==> config.mk <==
export PLATFORM = sky130hd
export DESIGN_NAME = servo_command_joint_decoder_top
export DESIGN_NICKNAME = d
export VERILOG_FILES = /design/src/design/scjd_pkg.sv /design/src/design/scjd_parser.sv /design/src/design/scjd_cmd_fifo.sv /design/src/design/scjd_angle_pipe.sv /design/src/design/servo_command_joint_decoder_top.sv
export SDC_FILE = /design/constraint.sdc
export NUM_CORES = 2
export LEC_CHECK = 0
export BUFFER_PORTS_ARGS = -buffer_cell sky130_fd_sc_hd__buf_2
export CAP_MARGIN = 20
export CORE_MARGIN = 5
export CORE_UTILIZATION = 30
export CTS_CLUSTER_DIAMETER = 50
export DETAILED_ROUTE_END_ITERATION = 6
export GPL_TIMING_DRIVEN = 0
export PLACE_DENSITY = 0.47
export REMOVE_ABC_BUFFERS = 1
export SLEW_MARGIN = 20
export SYNTH_ARGS = -nofsm -noshare
export SYNTH_HDL_FRONTEND = slang
export SYNTH_HIERARCHICAL = 1
export SYNTH_SLANG_ARGS = --single-unit
==> constraint.sdc <==
create_clock -name clk -period 20.5 [get_ports clk]
set_input_delay 2.05 -clock clk [delete_from_list [all_inputs] [get_ports clk]]
set_output_delay 2.05 -clock clk [all_outputs]
set_load 0.02 [all_outputs]
==> src/design/scjd_pkg.sv <==
// Shared types, constants and per-channel coefficient functions for the
// servo command joint decoder. No dependencies.
`default_nettype none

package scjd_pkg;

  // Result status codes, also used as the command kind in the queue.
  typedef enum logic [1:0] {
    ST_JOINT   = 2'd0,
    ST_RESET   = 2'd1,
    ST_BAD     = 2'd2,
    ST_UNKNOWN = 2'd3
  } status_t;

  // Servo channel numbers
  localparam logic [2:0] CH_BASE      = 3'd0;
  localparam logic [2:0] CH_SHOULDER  = 3'd1;
  localparam logic [2:0] CH_ELBOW     = 3'd2;
  localparam logic [2:0] CH_WRIST     = 3'd3;
  localparam logic [2:0] CH_GRIPPER   = 3'd4;
  localparam logic [2:0] CH_WRIST_ROT = 3'd5;

  localparam int PULSE_W     = 16;
  localparam int CHAN_W      = 3;
  localparam int ANGLE_W     = 16;
  localparam int NUM_JOINTS  = 7;
  localparam int WIN_W       = 12;   // window bounds
  localparam int DIFF_W      = 11;   // clamped pulse offset, also span
  localparam int RAD_W       = 32;   // radian span in Q30
  localparam int PROD_W      = 43;   // RAD_W + DIFF_W
  localparam int N_W         = 45;   // signed numerator
  localparam int MP_W        = 28;   // offset quotient numerator
  localparam int RECIP_W     = 23;
  localparam int RECIP_SHIFT = 32;
  localparam int Q_W         = 18;
  localparam int OFF_SHIFT   = 16;   // bias that keeps the numerator positive
  localparam int RAD_FRAC    = 30;   // radian constants are Q30

  localparam int ANGLE_FRAC_BITS_DEF = 13;
  localparam int CMD_FIFO_DEPTH      = 4;
  localparam int ANGLE_MAX           = 32767;
  localparam int ANGLE_MIN           = -32768;

  // Command handed from the parser to the angle pipe
  typedef struct packed {
    status_t               status;
    logic [CHAN_W-1:0]     chan;
    logic [PULSE_W-1:0]    pulse;
  } cmd_t;

  // Pulse windows
  localparam int LO_BASE = 640,  HI_BASE = 2360;
  localparam int LO_SHLD = 800,  HI_SHLD = 1800;
  localparam int LO_ELBW = 680,  HI_ELBW = 1920;
  localparam int LO_WRST = 630,  HI_WRST = 2430;
  localparam int LO_GRIP = 850,  HI_GRIP = 2300;
  localparam int LO_WROT = 700,  HI_WROT = 2400;

  localparam int SPAN_BASE = HI_BASE - LO_BASE;
  localparam int SPAN_SHLD = HI_SHLD - LO_SHLD;
  localparam int SPAN_ELBW = HI_ELBW - LO_ELBW;
  localparam int SPAN_WRST = HI_WRST - LO_WRST;
  localparam int SPAN_GRIP = HI_GRIP - LO_GRIP;
  localparam int SPAN_WROT = HI_WROT - LO_WROT;

  // ceil(2^32 / span)
  localparam longint RECIP_ONE = longint'(1) << RECIP_SHIFT;
  localparam longint RECIP_BASE = (RECIP_ONE + SPAN_BASE - 1) / SPAN_BASE;
  localparam longint RECIP_SHLD = (RECIP_ONE + SPAN_SHLD - 1) / SPAN_SHLD;
  localparam longint RECIP_ELBW = (RECIP_ONE + SPAN_ELBW - 1) / SPAN_ELBW;
  localparam longint RECIP_WRST = (RECIP_ONE + SPAN_WRST - 1) / SPAN_WRST;
  localparam longint RECIP_GRIP = (RECIP_ONE + SPAN_GRIP - 1) / SPAN_GRIP;
  localparam longint RECIP_WROT = (RECIP_ONE + SPAN_WROT - 1) / SPAN_WROT;

  // Radian endpoints, Q30
  localparam longint HALF_PI_Q30  = 64'sd1686629713;
  localparam longint SIXTH_PI_Q30 = 64'sd562209904;
  localparam longint THIRD_PI_Q30 = 64'sd1124419809;
  localparam longint TQ_PI_Q30    = 64'sd2529944570;
  localparam longint GRIP_Q30     = 64'sd21474836;

  function automatic logic [WIN_W-1:0] win_lo(input logic [CHAN_W-1:0] ch);
    case (ch)
      CH_SHOULDER:  return WIN_W'(LO_SHLD);
      CH_ELBOW:     return WIN_W'(LO_ELBW);
      CH_WRIST:     return WIN_W'(LO_WRST);
      CH_GRIPPER:   return WIN_W'(LO_GRIP);
      CH_WRIST_ROT: return WIN_W'(LO_WROT);
      default:      return WIN_W'(LO_BASE);
    endcase
  endfunction

  function automatic logic [WIN_W-1:0] win_hi(input logic [CHAN_W-1:0] ch);
    case (ch)
      CH_SHOULDER:  return WIN_W'(HI_SHLD);
      CH_ELBOW:     return WIN_W'(HI_ELBW);
      CH_WRIST:     return WIN_W'(HI_WRST);
      CH_GRIPPER:   return WIN_W'(HI_GRIP);
      CH_WRIST_ROT: return WIN_W'(HI_WROT);
      default:      return WIN_W'(HI_BASE);
    endcase
  endfunction

  function automatic logic [DIFF_W-1:0] win_span(input logic [CHAN_W-1:0] ch);
    case (ch)
      CH_SHOULDER:  return DIFF_W'(SPAN_SHLD);
      CH_ELBOW:     return DIFF_W'(SPAN_ELBW);
      CH_WRIST:     return DIFF_W'(SPAN_WRST);
      CH_GRIPPER:   return DIFF_W'(SPAN_GRIP);
      CH_WRIST_ROT: return DIFF_W'(SPAN_WROT);
      default:      return DIFF_W'(SPAN_BASE);
    endcase
  endfunction

  function automatic logic [RECIP_W-1:0] span_recip(input logic [CHAN_W-1:0] ch);
    case (ch)
      CH_SHOULDER:  return RECIP_W'(RECIP_SHLD);
      CH_ELBOW:     return RECIP_W'(RECIP_ELBW);
      CH_WRIST:     return RECIP_W'(RECIP_WRST);
      CH_GRIPPER:   return RECIP_W'(RECIP_GRIP);
      CH_WRIST_ROT: return RECIP_W'(RECIP_WROT);
      default:      return RECIP_W'(RECIP_BASE);
    endcase
  endfunction

  // rad_hi - rad_lo, the slope numerator
  function automatic logic [RAD_W-1:0] rad_span(input logic [CHAN_W-1:0] ch);
    case (ch)
      CH_SHOULDER:  return RAD_W'(SIXTH_PI_Q30 + THIRD_PI_Q30);
      CH_ELBOW:     return RAD_W'(TQ_PI_Q30);
      CH_GRIPPER:   return RAD_W'(2 * GRIP_Q30);
      default:      return RAD_W'(2 * HALF_PI_Q30);
    endcase
  endfunction

  // rad_lo * span + den / 2, den = span * 2^(30 - frac)
  function automatic logic signed [N_W-1:0] base_term(input longint rad_lo,
                                                      input longint span,
                                                      input int frac);
    longint t;
    t = rad_lo * span + (span <<< (RAD_FRAC - 1 - frac));
    return N_W'(t);
  endfunction

  function automatic logic signed [N_W-1:0] a_coef(input logic [CHAN_W-1:0] ch,
                                                   input int frac);
    case (ch)
      CH_SHOULDER:  return base_term(-THIRD_PI_Q30, SPAN_SHLD, frac);
      CH_ELBOW:     return base_term(64'sd0, SPAN_ELBW, frac);
      CH_WRIST:     return base_term(-HALF_PI_Q30, SPAN_WRST, frac);
      CH_GRIPPER:   return base_term(-GRIP_Q30, SPAN_GRIP, frac);
      CH_WRIST_ROT: return base_term(-HALF_PI_Q30, SPAN_WROT, frac);
      default:      return base_term(-HALF_PI_Q30, SPAN_BASE, frac);
    endcase
  endfunction

endpackage

`default_nettype wire

==> src/design/scjd_parser.sv <==
// Front end: per-byte grammar check of a servo command message.
// Emits one cmd_t per message on its last byte. Uses scjd_pkg.
`default_nettype none

module scjd_parser (
  input  wire logic                          clk,
  input  wire logic                          rst,
  input  wire logic                          byte_accept,
  input  wire logic [7:0]                    msg_byte,
  input  wire logic                          end_of_message,
  output logic                               cmd_push,
  output scjd_pkg::cmd_t                     cmd
);
  import scjd_pkg::*;

  typedef enum logic [12:0] {
    PH_START = 13'b0000000000001,
    PH_RWORD = 13'b0000000000010,
    PH_CH1   = 13'b0000000000100,
    PH_CHN   = 13'b0000000001000,
    PH_CHWS  = 13'b0000000010000,
    PH_P1    = 13'b0000000100000,
    PH_PN    = 13'b0000001000000,
    PH_PWS   = 13'b0000010000000,
    PH_S1    = 13'b0000100000000,
    PH_SN    = 13'b0001000000000,
    PH_SWS   = 13'b0010000000000,
    PH_T1    = 13'b0100000000000,
    PH_TN    = 13'b1000000000000
  } phase_t;

  localparam logic [7:0] C_HASH  = 8'h23;
  localparam logic [7:0] C_ZERO  = 8'h30;
  localparam logic [7:0] C_NINE  = 8'h39;
  localparam logic [7:0] C_E     = 8'h45;
  localparam logic [7:0] C_P     = 8'h50;
  localparam logic [7:0] C_R     = 8'h52;
  localparam logic [7:0] C_S     = 8'h53;
  localparam logic [7:0] C_T     = 8'h54;
  localparam logic [7:0] C_SPACE = 8'h20;
  localparam logic [7:0] C_TAB   = 8'h09;
  localparam logic [7:0] C_CR    = 8'h0d;
  localparam logic [2:0] RWORD_LEN = 3'd5;

  function automatic logic [7:0] rword_char(input logic [2:0] idx);
    case (idx)
      3'd0:    return C_R;
      3'd1:    return C_E;
      3'd2:    return C_S;
      3'd3:    return C_E;
      default: return C_T;
    endcase
  endfunction

  function automatic logic [PULSE_W-1:0] add_digit(input logic [PULSE_W-1:0] v,
                                                   input logic [7:0] c);
    logic [PULSE_W+3:0] n;
    n = (PULSE_W+4)'(v) * (PULSE_W+4)'(10) + (PULSE_W+4)'(4'(c - C_ZERO));
    return (n > (PULSE_W+4)'({PULSE_W{1'b1}})) ? {PULSE_W{1'b1}} : n[PULSE_W-1:0];
  endfunction

  phase_t               phase, phase_next;
  logic [PULSE_W-1:0]   chan, chan_next;
  logic [PULSE_W-1:0]   pulse, pulse_next;
  logic [2:0]           ridx, ridx_next;
  logic                 bad, bad_next;
  logic                 is_dig, is_ws, err;

  assign is_dig = (msg_byte >= C_ZERO) && (msg_byte <= C_NINE);
  assign is_ws  = (msg_byte == C_SPACE) || ((msg_byte >= C_TAB) && (msg_byte <= C_CR));

  always_comb begin
    phase_next = phase;
    chan_next  = chan;
    pulse_next = pulse;
    ridx_next  = ridx;
    bad_next   = bad;
    err        = 1'b0;
    if (!bad) begin
      err = 1'b1;
      case (phase)
        PH_START: begin
          if (msg_byte == C_HASH) begin
            phase_next = PH_CH1;
            err = 1'b0;
          end else if (msg_byte == C_R) begin
            ridx_next = 3'd1;
            phase_next = PH_RWORD;
            err = 1'b0;
          end
        end
        PH_RWORD: begin
          if (ridx < RWORD_LEN && msg_byte == rword_char(ridx)) begin
            ridx_next = ridx + 3'd1;
            err = 1'b0;
          end
        end
        PH_CH1, PH_CHN: begin
          if (is_dig) begin
            chan_next = add_digit(chan, msg_byte);
            phase_next = PH_CHN;
            err = 1'b0;
          end else if (phase == PH_CHN && is_ws) begin
            phase_next = PH_CHWS;
            err = 1'b0;
          end else if (phase == PH_CHN && msg_byte == C_P) begin
            phase_next = PH_P1;
            err = 1'b0;
          end
        end
        PH_CHWS: begin
          if (is_ws) begin
            err = 1'b0;
          end else if (msg_byte == C_P) begin
            phase_next = PH_P1;
            err = 1'b0;
          end
        end
        PH_P1, PH_PN: begin
          if (is_dig) begin
            pulse_next = add_digit(pulse, msg_byte);
            phase_next = PH_PN;
            err = 1'b0;
          end else if (phase == PH_PN && is_ws) begin
            phase_next = PH_PWS;
            err = 1'b0;
          end else if (phase == PH_PN && msg_byte == C_S) begin
            phase_next = PH_S1;
            err = 1'b0;
          end else if (phase == PH_PN && msg_byte == C_T) begin
            phase_next = PH_T1;
            err = 1'b0;
          end
        end
        PH_PWS: begin
          if (is_ws) begin
            err = 1'b0;
          end else if (msg_byte == C_S) begin
            phase_next = PH_S1;
            err = 1'b0;
          end else if (msg_byte == C_T) begin
            phase_next = PH_T1;
            err = 1'b0;
          end
        end
        PH_S1, PH_SN: begin
          if (is_dig) begin
            phase_next = PH_SN;
            err = 1'b0;
          end else if (phase == PH_SN && is_ws) begin
            phase_next = PH_SWS;
            err = 1'b0;
          end else if (phase == PH_SN && msg_byte == C_T) begin
            phase_next = PH_T1;
            err = 1'b0;
          end
        end
        PH_SWS: begin
          if (is_ws) begin
            err = 1'b0;
          end else if (msg_byte == C_T) begin
            phase_next = PH_T1;
            err = 1'b0;
          end
        end
        PH_T1, PH_TN: begin
          if (is_dig) begin
            phase_next = PH_TN;
            err = 1'b0;
          end
        end
        default: ;
      endcase
      if (err) begin
        bad_next = 1'b1;
      end
    end
  end

  // Message verdict from the state after this byte
  always_comb begin
    cmd.chan   = chan_next[CHAN_W-1:0];
    cmd.pulse  = pulse_next;
    cmd.status = ST_BAD;
    if (!bad_next) begin
      if (phase_next == PH_RWORD && ridx_next == RWORD_LEN) begin
        cmd.status = ST_RESET;
      end else if (phase_next == PH_PN || phase_next == PH_PWS ||
                   phase_next == PH_SN || phase_next == PH_TN) begin
        cmd.status = (chan_next <= PULSE_W'(CH_WRIST_ROT)) ? ST_JOINT : ST_UNKNOWN;
      end
    end
  end

  assign cmd_push = byte_accept && end_of_message;

  always_ff @(posedge clk) begin
    if (rst) begin
      phase <= PH_START;
      chan  <= '0;
      pulse <= '0;
      ridx  <= '0;
      bad   <= 1'b0;
    end else if (byte_accept) begin
      if (end_of_message) begin
        phase <= PH_START;
        chan  <= '0;
        pulse <= '0;
        ridx  <= '0;
        bad   <= 1'b0;
      end else begin
        phase <= phase_next;
        chan  <= chan_next;
        pulse <= pulse_next;
        ridx  <= ridx_next;
        bad   <= bad_next;
      end
    end
  end

endmodule

`default_nettype wire

==> src/design/scjd_cmd_fifo.sv <==
// Small command queue between the parser and the angle pipe.
// Uses scjd_pkg::cmd_t.
`default_nettype none

module scjd_cmd_fifo #(
  parameter int DEPTH = scjd_pkg::CMD_FIFO_DEPTH
) (
  input  wire logic           clk,
  input  wire logic           rst,
  input  wire logic           push,
  input  wire scjd_pkg::cmd_t wr_cmd,
  output logic                full,
  input  wire logic           pop,
  output scjd_pkg::cmd_t      rd_cmd,
  output logic                not_empty
);
  import scjd_pkg::*;

  localparam int AW = (DEPTH > 1) ? $clog2(DEPTH) : 1;
  localparam int CW = $clog2(DEPTH + 1);

  cmd_t            mem [DEPTH];
  logic [AW-1:0]   wr_ptr, rd_ptr;
  logic [CW-1:0]   count;

  assign full      = (count == CW'(DEPTH));
  assign not_empty = (count != '0);
  assign rd_cmd    = mem[rd_ptr];

  always_ff @(posedge clk) begin
    if (push) begin
      mem[wr_ptr] <= wr_cmd;
    end
  end

  always_ff @(posedge clk) begin
    if (rst) begin
      wr_ptr <= '0;
      rd_ptr <= '0;
      count  <= '0;
    end else begin
      if (push) begin
        wr_ptr <= (wr_ptr == AW'(DEPTH - 1)) ? '0 : wr_ptr + AW'(1);
      end
      if (pop) begin
        rd_ptr <= (rd_ptr == AW'(DEPTH - 1)) ? '0 : rd_ptr + AW'(1);
      end
      case ({push, pop})
        2'b10:   count <= count + CW'(1);
        2'b01:   count <= count - CW'(1);
        default: count <= count;
      endcase
    end
  end

endmodule

`default_nettype wire

==> src/design/scjd_angle_pipe.sv <==
// Back end: clamps the pulse, maps it to a Q2.F angle through a
// reciprocal-multiply divide, holds the joint angles. Uses scjd_pkg.
`default_nettype none

module scjd_angle_pipe #(
  parameter int ANGLE_FRAC_BITS = scjd_pkg::ANGLE_FRAC_BITS_DEF
) (
  input  wire logic                                        clk,
  input  wire logic                                        rst,
  input  wire scjd_pkg::cmd_t                              head,
  input  wire logic                                        head_valid,
  output logic                                             pop,
  output logic                                             out_valid,
  input  wire logic                                        out_ready,
  output scjd_pkg::status_t                                out_status,
  output logic [scjd_pkg::NUM_JOINTS*scjd_pkg::ANGLE_W-1:0] out_angles
);
  import scjd_pkg::*;

  localparam int SH  = RAD_FRAC - ANGLE_FRAC_BITS;
  localparam int RPW = MP_W + RECIP_W;
  localparam int CPW = Q_W + DIFF_W;

  localparam int J_BASE = 0, J_SHLD = 1, J_ELBW = 2, J_WRST = 3;
  localparam int J_WROT = 4, J_GRPL = 5, J_GRPR = 6;

  logic advance;

  logic                 v1, v2, v3, v4;
  status_t              st1, st2, st3, st4;
  logic [CHAN_W-1:0]    ch1, ch2, ch3, ch4;
  logic [DIFF_W-1:0]    d1;
  logic [PROD_W-1:0]    prod2;
  logic [MP_W-1:0]      mp3, mp4;
  logic [Q_W-1:0]       q4;

  logic [PULSE_W-1:0]       lo_w, hi_w, pc;
  logic signed [N_W-1:0]    num, num_sh;
  logic [RPW-1:0]           rprod;
  logic [CPW-1:0]           back_prod;
  logic [Q_W-1:0]           q_fix;
  logic signed [Q_W:0]      ang_w;
  logic [ANGLE_W-1:0]       ang;

  logic [ANGLE_W-1:0]       joint [NUM_JOINTS];

  // Whole pipe moves together; the joint registers are the output register.
  assign advance = !out_valid || out_ready;
  assign pop     = advance && head_valid;

  // Stage 1: clamp to the window
  always_comb begin
    lo_w = PULSE_W'(win_lo(head.chan));
    hi_w = PULSE_W'(win_hi(head.chan));
    if (head.pulse > hi_w) begin
      pc = hi_w;
    end else if (head.pulse < lo_w) begin
      pc = lo_w;
    end else begin
      pc = head.pulse;
    end
  end

  // Stage 3: numerator, scale shift, positive bias of span * 2^16
  always_comb begin
    num    = a_coef(ch2, ANGLE_FRAC_BITS) + $signed({{(N_W-PROD_W){1'b0}}, prod2});
    num_sh = (num >>> SH) + $signed(N_W'(win_span(ch2)) << OFF_SHIFT);
  end

  // Stage 4: quotient estimate, at most one too large
  assign rprod = RPW'(mp3) * RPW'(span_recip(ch3));

  // Output stage: one-step correction, remove bias, saturate
  always_comb begin
    back_prod = CPW'(q4) * CPW'(win_span(ch4));
    q_fix     = (back_prod > CPW'(mp4)) ? q4 - Q_W'(1) : q4;
    ang_w     = $signed({1'b0, q_fix}) - $signed((Q_W+1)'(1 << OFF_SHIFT));
    if (ang_w > $signed((Q_W+1)'(ANGLE_MAX))) begin
      ang = ANGLE_W'(ANGLE_MAX);
    end else if (ang_w < $signed((Q_W+1)'(ANGLE_MIN))) begin
      ang = ANGLE_W'(ANGLE_MIN);
    end else begin
      ang = ang_w[ANGLE_W-1:0];
    end
  end

  always_ff @(posedge clk) begin
    if (rst) begin
      v1 <= 1'b0;
      v2 <= 1'b0;
      v3 <= 1'b0;
      v4 <= 1'b0;
      out_valid <= 1'b0;
    end else if (advance) begin
      v1 <= head_valid;
      v2 <= v1;
      v3 <= v2;
      v4 <= v3;
      out_valid <= v4;
    end
  end

  always_ff @(posedge clk) begin
    if (advance) begin
      st1   <= head.status;
      ch1   <= head.chan;
      d1    <= DIFF_W'(pc - lo_w);
      st2   <= st1;
      ch2   <= ch1;
      prod2 <= PROD_W'(rad_span(ch1)) * PROD_W'(d1);
      st3   <= st2;
      ch3   <= ch2;
      mp3   <= MP_W'(num_sh);
      st4   <= st3;
      ch4   <= ch3;
      mp4   <= mp3;
      q4    <= Q_W'(rprod >> RECIP_SHIFT);
      if (v4) begin
        out_status <= st4;
      end
    end
  end

  always_ff @(posedge clk) begin
    if (rst) begin
      for (int i = 0; i < NUM_JOINTS; i++) begin
        joint[i] <= '0;
      end
    end else if (advance && v4) begin
      case (st4)
        ST_RESET: begin
          for (int i = 0; i < NUM_JOINTS; i++) begin
            joint[i] <= '0;
          end
        end
        ST_JOINT: begin
          case (ch4)
            CH_BASE:      joint[J_BASE] <= ang;
            CH_SHOULDER:  joint[J_SHLD] <= ang;
            CH_ELBOW:     joint[J_ELBW] <= ang;
            CH_WRIST:     joint[J_WRST] <= ang;
            CH_WRIST_ROT: joint[J_WROT] <= ang;
            CH_GRIPPER: begin
              joint[J_GRPL] <= ang;
              joint[J_GRPR] <= ang;
            end
            default: ;
          endcase
        end
        default: ;
      endcase
    end
  end

  always_comb begin
    for (int i = 0; i < NUM_JOINTS; i++) begin
      out_angles[i*ANGLE_W +: ANGLE_W] = joint[i];
    end
  end

endmodule

`default_nettype wire

==> src/design/servo_command_joint_decoder_top.sv <==
// Top level of the servo command joint decoder.
// Depends on scjd_pkg, scjd_parser, scjd_cmd_fifo, scjd_angle_pipe.
`default_nettype none

// Servo command joint decoder. Text command messages ("#<ch> P<pulse>
// [S<speed>] [T<time>]" or "RESET") stream in one ASCII word per cycle on
// s_axis, with tlast on the final byte of each message. Every message yields
// exactly one result word on m_axis: tuser carries the status (joint
// updated, reset, malformed or multi-servo, unknown channel) and tdata the
// full set of seven joint angles as they stand after the message, signed
// Q2.ANGLE_FRAC_BITS radians. Throughput is one input word per cycle while
// the command queue is not full; the byte parser handles one character per
// cycle. Completed messages enter a CMD_FIFO_DEPTH-entry command queue; the
// five-stage angle pipe (clamp, slope multiply, scale, reciprocal multiply,
// correct and store) drains it at one command per cycle when the output is
// not stalled. s_axis_tready drops only when the queue is full, which takes
// a sustained m_axis stall. Pulses are clamped to each channel's window;
// channel 4 (gripper) writes both gripper outputs, channel 5 the wrist
// rotate joint. Numbers saturate at 65535.
module servo_command_joint_decoder_top #(
  parameter int ANGLE_FRAC_BITS = scjd_pkg::ANGLE_FRAC_BITS_DEF,
  parameter int CMD_FIFO_DEPTH  = scjd_pkg::CMD_FIFO_DEPTH
) (
  input  wire logic          clk,
  input  wire logic          rst,
  // input stream
  input  wire logic          s_axis_tvalid,
  output logic               s_axis_tready,
  input  wire logic [7:0]    s_axis_tdata,   // [7:0] msg_byte
  input  wire logic          s_axis_tlast,   // end_of_message
  // result stream
  output logic               m_axis_tvalid,
  input  wire logic          m_axis_tready,
  // [15:0] angle_base, [31:16] angle_shoulder, [47:32] angle_elbow,
  // [63:48] angle_wrist, [79:64] angle_wrist_rotate, [95:80] gripper_left,
  // [111:96] gripper_right
  output logic [111:0]       m_axis_tdata,
  output logic [1:0]         m_axis_tuser    // [1:0] status
);
  import scjd_pkg::*;

  logic     byte_accept;
  logic     cmd_push, fifo_full, fifo_pop, fifo_not_empty;
  cmd_t     push_cmd, head_cmd;
  status_t  res_status;

  assign s_axis_tready = !fifo_full;
  assign byte_accept   = s_axis_tvalid && s_axis_tready;

  scjd_parser u_parser (
    .clk            (clk),
    .rst            (rst),
    .byte_accept    (byte_accept),
    .msg_byte       (s_axis_tdata),
    .end_of_message (s_axis_tlast),
    .cmd_push       (cmd_push),
    .cmd            (push_cmd)
  );

  scjd_cmd_fifo #(
    .DEPTH (CMD_FIFO_DEPTH)
  ) u_fifo (
    .clk       (clk),
    .rst       (rst),
    .push      (cmd_push),
    .wr_cmd    (push_cmd),
    .full      (fifo_full),
    .pop       (fifo_pop),
    .rd_cmd    (head_cmd),
    .not_empty (fifo_not_empty)
  );

  scjd_angle_pipe #(
    .ANGLE_FRAC_BITS (ANGLE_FRAC_BITS)
  ) u_pipe (
    .clk        (clk),
    .rst        (rst),
    .head       (head_cmd),
    .head_valid (fifo_not_empty),
    .pop        (fifo_pop),
    .out_valid  (m_axis_tvalid),
    .out_ready  (m_axis_tready),
    .out_status (res_status),
    .out_angles (m_axis_tdata)
  );

  assign m_axis_tuser = res_status;

  // Queue never written while full
  a_no_overflow: assert property (@(posedge clk) disable iff (rst)
    cmd_push |-> !fifo_full)
    else $error("command queue overflow");

  // Queue never read while empty
  a_no_underflow: assert property (@(posedge clk) disable iff (rst)
    fifo_pop |-> fifo_not_empty)
    else $error("command queue underflow");

  // A reset result shows all joints cleared
  a_reset_clears: assert property (@(posedge clk) disable iff (rst)
    (m_axis_tvalid && m_axis_tuser == ST_RESET) |-> (m_axis_tdata == '0))
    else $error("reset result with nonzero joints");

  // Both gripper fingers always carry the same value
  a_grip_pair: assert property (@(posedge clk) disable iff (rst)
    m_axis_tvalid |-> (m_axis_tdata[95:80] == m_axis_tdata[111:96]))
    else $error("gripper outputs differ");

endmodule

`default_nettype wire
## Yosys cells after proc, flatten, opt, wreduce, memory -nomap -nowiden

Memories as Yosys holds them, arrays and structs flattened. A register that Yosys moved wholly into a read port is not among the register bits.
Index checks and enable logic that the tools add are counted.

| word-level totals | value |
|---|---|
| logic and storage cells | 305 |
| input port bits | 13 |
| register bits | 211 |
| output and inout bits | 116 |
| memory bits (writable) | 196 |
| memories kept | 2 |

Memories:

| name | depth | bits a word | rd ports | clocked after memory_dff | wr ports | line | source |
|---|---|---|---|---|---|---|---|
| u_pipe.joint | 7 | 16 | 7 | 0 | 7 | scjd_angle_pipe.sv:45 | `logic [ANGLE_W-1:0] joint [NUM_JOINTS];` |
| u_fifo.mem | 4 | 21 | 1 | 1 | 1 | scjd_cmd_fifo.sv:22 | `cmd_t mem [DEPTH];` |

| cells by class | value |
|---|---|
| add/subtract/negate cells | 13 |
| muxes and demuxes | 140 |
| $lt $le $gt $ge | 13 |
| reduce and logical (&&, ||, !) cells | 33 |
| bitwise gates (word level) | 14 |
| multipliers | 5 |
| equal/unequal tests | 58 |

Operator list:

| operator | number |
|---|---|
| 2-to-1 mux 16 bit | 26 |
| 2-to-1 mux 13 bit | 21 |
| case mux 45 bit (5 select lines) | 1 |
| case mux 23 bit (5 select lines) | 1 |
| case mux 11 bit (5 select lines) | 2 |
| case mux 13 bit (8 select lines) | 1 |
| case mux 32 bit (3 select lines) | 1 |
| 2-to-1 mux 1 bit | 62 |
| case mux 12 bit (5 select lines) | 1 |
| multiplier 28 x 23 -> 50 bit | 1 |
| adder 45 x 44 -> 45 bit | 1 |
| case mux 9 bit (5 select lines) | 1 |
| multiplier 32 x 11 -> 43 bit | 1 |
| adder 20 x 4 -> 20 bit | 2 |
| > comparator 20 x 16 -> 1 bit (second input constant) | 2 |
| multiplier 16 x 3 -> 19 bit (second input constant) | 2 |
| == test 3 x 2 -> 1 bit (second input constant) | 11 |
| == test 3 bit (second input constant) | 11 |
| == test 8 x 7 -> 1 bit (second input constant) | 4 |
| 2-to-1 mux 32 bit | 1 |
| > comparator 29 x 28 -> 1 bit | 1 |
| multiplier 18 x 11 -> 29 bit | 1 |
| adder 28 bit | 1 |
| == test 13 x 10 -> 1 bit (second input constant) | 2 |
| 52 further kinds | 118 |

## Longest topological paths before layout

| depth | value |
|---|---|
| depth in word-level cells | 15 |
| mapped depth | 48 |
| gate-level depth less buffers | 44 |

## By module

Netlist, hierarchy kept.

Modules (own cells, without submodules):

| module | sequential area each (um2) | area each (um2) | cells each | instances |
|---|---|---|---|---|
| scjd_angle_pipe | 7,747.4 | 47,868.4 | 4,975 | 1 |
| scjd_parser | 980.9 | 6,113.4 | 808 | 1 |
| scjd_cmd_fifo | 2,702.6 | 3,480.8 | 157 | 1 |
| servo_command_joint_decoder_top | 0.0 | 10.0 | 2 | 1 |

## Worst setup path after synthesis

Ideal clock, no wire load.

| timing | value |
|---|---|
| kind | reg2reg |
| from | register u_pipe.ch4[1] |
| to | memory u_pipe.joint[0][0], data pin |
| arrival time | 10,376 ps |
| clock period less this slack | 10,645 ps |
| library setup time | 269 ps |
| cell stages (with the launch flop) | 47 |
| buffers on the path | 4 |
| setup slack | 9,855 ps |
| required time | 20,231 ps |
| cell sequence | edfxtp_1 > clkbuf_1 > inv_1 > ha_1 > nor2_1 > clkbuf_1 > mux2i_1 > nor2_1 > clkbuf_1 > nand2_1 > fa_1 > inv_1 > fa_1 > fa_1 > fa_1 > inv_1 > fa_1 > inv_1 > (+11 left out) > mux2i_1 > nand2_1 > ha_1 > nand4_1 > a21oi_1 > nor3_1 > a211oi_1 > o21ai_1 > nand2_1 > nand2_1 > nor4_1 > xnor2_1 > ha_1 > a21boi_1 > buf_2 > nor2_1 > a211oi_2 > nor2_1 |

RTL lines:

| element | line | source |
|---|---|---|
| start: declaration | scjd_angle_pipe.sv:31 | `logic [CHAN_W-1:0] ch1, ch2, ch3, ch4;` |
| start signal: assignment | scjd_angle_pipe.sv:115 | `ch4 <= ch3;` |
| end: declaration | scjd_angle_pipe.sv:45 |  |

==> results.yml <==
worst_setup_path:
  worst-endpoint-arrival_ps: 14110
  critical_path.endpoint_type: "flip-flop"
  rrSetupSlack_ps: 6870
  required_time_at_the_endpoint_of_the_critical_path_ps: 20980
  cp-start-kind: "flip-flop"
  cpMostUsedCell: "sky130_fd_sc_hd__fa_1"
  worst_setup_path_type: "reg2reg"
  path_max_fanout: 17
  cpMaxStageDelayCell: "sky130_fd_sc_hd__ha_1"
  crit_path_max_incr_delay_ps: 770
clocking:
  clk_transition_reported_paths_ps: 60
  postCtsSetupRepairBufs: 0
  htree_levels: 2
  clock_sink_count: 407
  clk_latency_ps: 650
  clockBufferDepth: 3
  tritoncts: "yes"
  cts_buffer_count: 60
  post_cts_sizing_count: 0
  postCtsHoldBufs: 0
  cts_root_buffer: "sky130_fd_sc_hd__clkbuf_16"
synthesis:
  synth_xor_xnor_area_share_pct: 2.621
  muxShareOfSynthArea_pct: 1.200
  ranking_of_synthesized_cells_by_area: "sky130_fd_sc_hd__fa_1, sky130_fd_sc_hd__edfxtp_1, sky130_fd_sc_hd__ha_1"
  share_of_synthesized_cell_area_in_full_adder_half_adder_and_majority_cells_pct: 43.38
  synth_edf_count: 328
  netlist_instances: 5942
  syn-cell-area_sq_um: 57470
  postSynthAreaPerCell_sq_um: 9.672
  yosys.area.top_type_share_pct: 31.63
  synth.distinct_cells: 107
  combinational_family_with_the_most_area_after_synthesis: "adder cells"
  synth_area_leader_cell: "sky130_fd_sc_hd__fa_1"
  synth_flop_cell: "sky130_fd_sc_hd__edfxtp_1"
  synth_compound_area_share_pct: 9.113
  synth_seq_cells: 407
  synth_seq_area_share_pct: 19.89
  total_number_of_yosys_warnings: 6
  share_of_synthesized_flip_flops_with_an_asynchronous_set_or_reset_pct: 0
  post-synth-top-count-cell: "sky130_fd_sc_hd__inv_1"
  post_synth_and_or_nand_nor_area_fraction_pct: 14.81
  netlist_top_cells_count: "sky130_fd_sc_hd__inv_1, sky130_fd_sc_hd__fa_1, sky130_fd_sc_hd__nand2_1"
timing:
  rsz0062_at_grt: "no"
  max_clock_freq_ghz: 0.07339
  skew_ps: 19.06
  finalSetupTns_ps: 0
  min_period_over_period_pct: 66.46
  finalCriticalPeriod_ps: 13630
  final_hold_viol_count: 0
  tightestPinTransition_ps: 1203
  final-setup-viol-count: 0
  relSlewSlack_pct: 19.79
  slew_violations: 0
final_layout:
  final.fill_count: 19650
  nNetsFinal: 7423
  syn2layout_area_growth_pct: 10.48
  area_of_the_multi_input_gates_sq_um: 41060
  final_design_area_no_fill_sq_um: 63490
  drive_above_1_share_pct: 7.283
  flip_flop_and_latch_area_sq_um: 11430
  layout.cells.non_filler: 8526
routing:
  total_via_count_in_the_routed_design: 41530
  detail_route.vias_per_cell: 4.871
  route.final.wire_length_mm: 169.8
  route.detailed.wl_per_inst_um: 19.92
  drtAntennaViolNets: 0
  drc: 0
  first_iter_violations: 2538
  detailedRoute.firstPassIterationCount: 7
global_route:
  wire_length_of_the_first_global_routing_pass_mm: 263.3
  antenna_violations_before_repair: 4
  globalRoute.totalOverflow: 0
  grt_max_degree: 55
  grt_util_all_layers_pct: 16.99
  first_global_vias: 43560
floorplan:
  io_pins: 129
  die_height_um: 447.7
  initial_core_utilization_pct: 30.19
  fp-row-count: 160
  die-width_um: 447.7
  core_sq_um: 190400
  dieArea_sq_um: 200400
placement:
  io_buffers: 128
  post-place-cells: 8408
  gpl.final_weighted_congestion: 0.9092
  detailed_place.area_sq_um: 61320
  hpwlAfterDp_mm: 137.7
status:
  outcome: "finished clean"
job:
  max_capacitance_violation_total: 0
hold_path:
  hold_path_class: "reg2reg"
kinds of logic after synthesis:
| family | Yosys count |
|---|---|
| flops | 407 |
| fa+ha+maj | 1448 |
| other cells | 1 |
| mux | 42 |
| simple gates | 1759 |
| buf+inv | 1359 |
| compound gates | 754 |
| xor+xnor | 172 |
stage by stage:
| stage | setup WS, ps | utilization [%] | hold slack [ps] |
|---|---|---|---|
| 2_1_floorplan | 9281 | - | 400.3 |
| 3_3_place_gp | 4818 | 31.71 | 411.4 |
| 3_5_place_dp | 6493 | 32.21 | 408.0 |
| 4_1_cts | 6441 | 33.33 | 418.3 |
| 5_1_grt | 5794 | 33.35 | 428.5 |
| 6_report | 6875 | 33.35 | 419.9 |
critical path, delay by kind of cell, from the launching register on:
kind / cells / cell delay (ps)
flops: 1 / 760
xor+xnor: 1 / 330
buf+inv: 3 / 200
compound gates: 13 / 3850
fa+ha+maj: 9 / 4500
mux: 1 / 180
simple gates: 12 / 3590
cells in the final DEF (no fill, tap or decap), drive strengths merged, types with 13 or more instances in the layout:
master	synthesis	final
a2111oi	17	17
a211oi	61	61
a21o	64	64
a21oi	179	179
a22oi	18	18
a31oi	16	16
and2	181	181
and3	61	61
and4	14	14
buf	24	176
clkbuf	195	72
clkinv	1	18
dfxtp	79	79
edfxtp	328	328
fa	908	908
ha	540	540
inv	1139	1157
mux2i	19	19
mux4	21	21
nand2	574	574
nand2b	100	100
nand3	58	58
nand4	33	33
nor2	444	444
nor2b	82	82
nor3	67	67
nor3b	13	13
nor4	28	28
o21a	40	40
o21ai	151	151
o21bai	33	33
o22a	19	19
o31ai	32	32
or2	40	40
or3	29	29
xnor2	120	120
xor2	52	52
routing by layer:
metal / global-route usage [%] / share of wire (%)
met5: 0 / 0.0082
met3: 3.361 / 5.9
met2: 28.03 / 47
met1: 23.07 / 44
met4: 3.876 / 2.4
final timing paths:
path | from | to | cells past startpoint
min | u_pipe/st1[0]$_DFFE_PN_ | u_pipe/st2[0]$_DFFE_PN_ | 0
max reg2reg | u_pipe/ch4[1]$_DFFE_PN_ | u_pipe/joint[0][4]$_SDFFCE_PN0P_ | 39
max | u_pipe/ch4[1]$_DFFE_PN_ | u_pipe/joint[0][4]$_SDFFCE_PN0P_ | 39
min reg2reg | u_pipe/st1[0]$_DFFE_PN_ | u_pipe/st2[0]$_DFFE_PN_ | 0
registers in the layout (all words and copies together) (netlist names), 3 cells and up, named ones only:
signal,flops
u_pipe/d1,11
u_pipe/mp4,28
u_pipe/mp3,28
u_pipe/ch2,3
u_parser/pulse,16
u_parser/chan,16
u_pipe/ch3,3
u_pipe/ch4,3
u_fifo/count,3
u_pipe/ch1,3
u_pipe/q4,18
u_parser/phase,13
u_pipe/prod2,41
u_fifo/mem,84
u_pipe/joint,112
u_parser/ridx,3
cell type report:
class,instances,area share [%]
flip-flops and latches,407,18.00
repair buffers,177,2.296
inverters,1140,6.739
multi-input cells,4176,64.66
clock inverters,43,0.8355
diodes,1,0.003941
clock buffers,71,2.510
well taps,2511,4.948
Power is not shown: default switching activity piles up to over one toggle a cycle in this logic, so the estimate is an artifact.
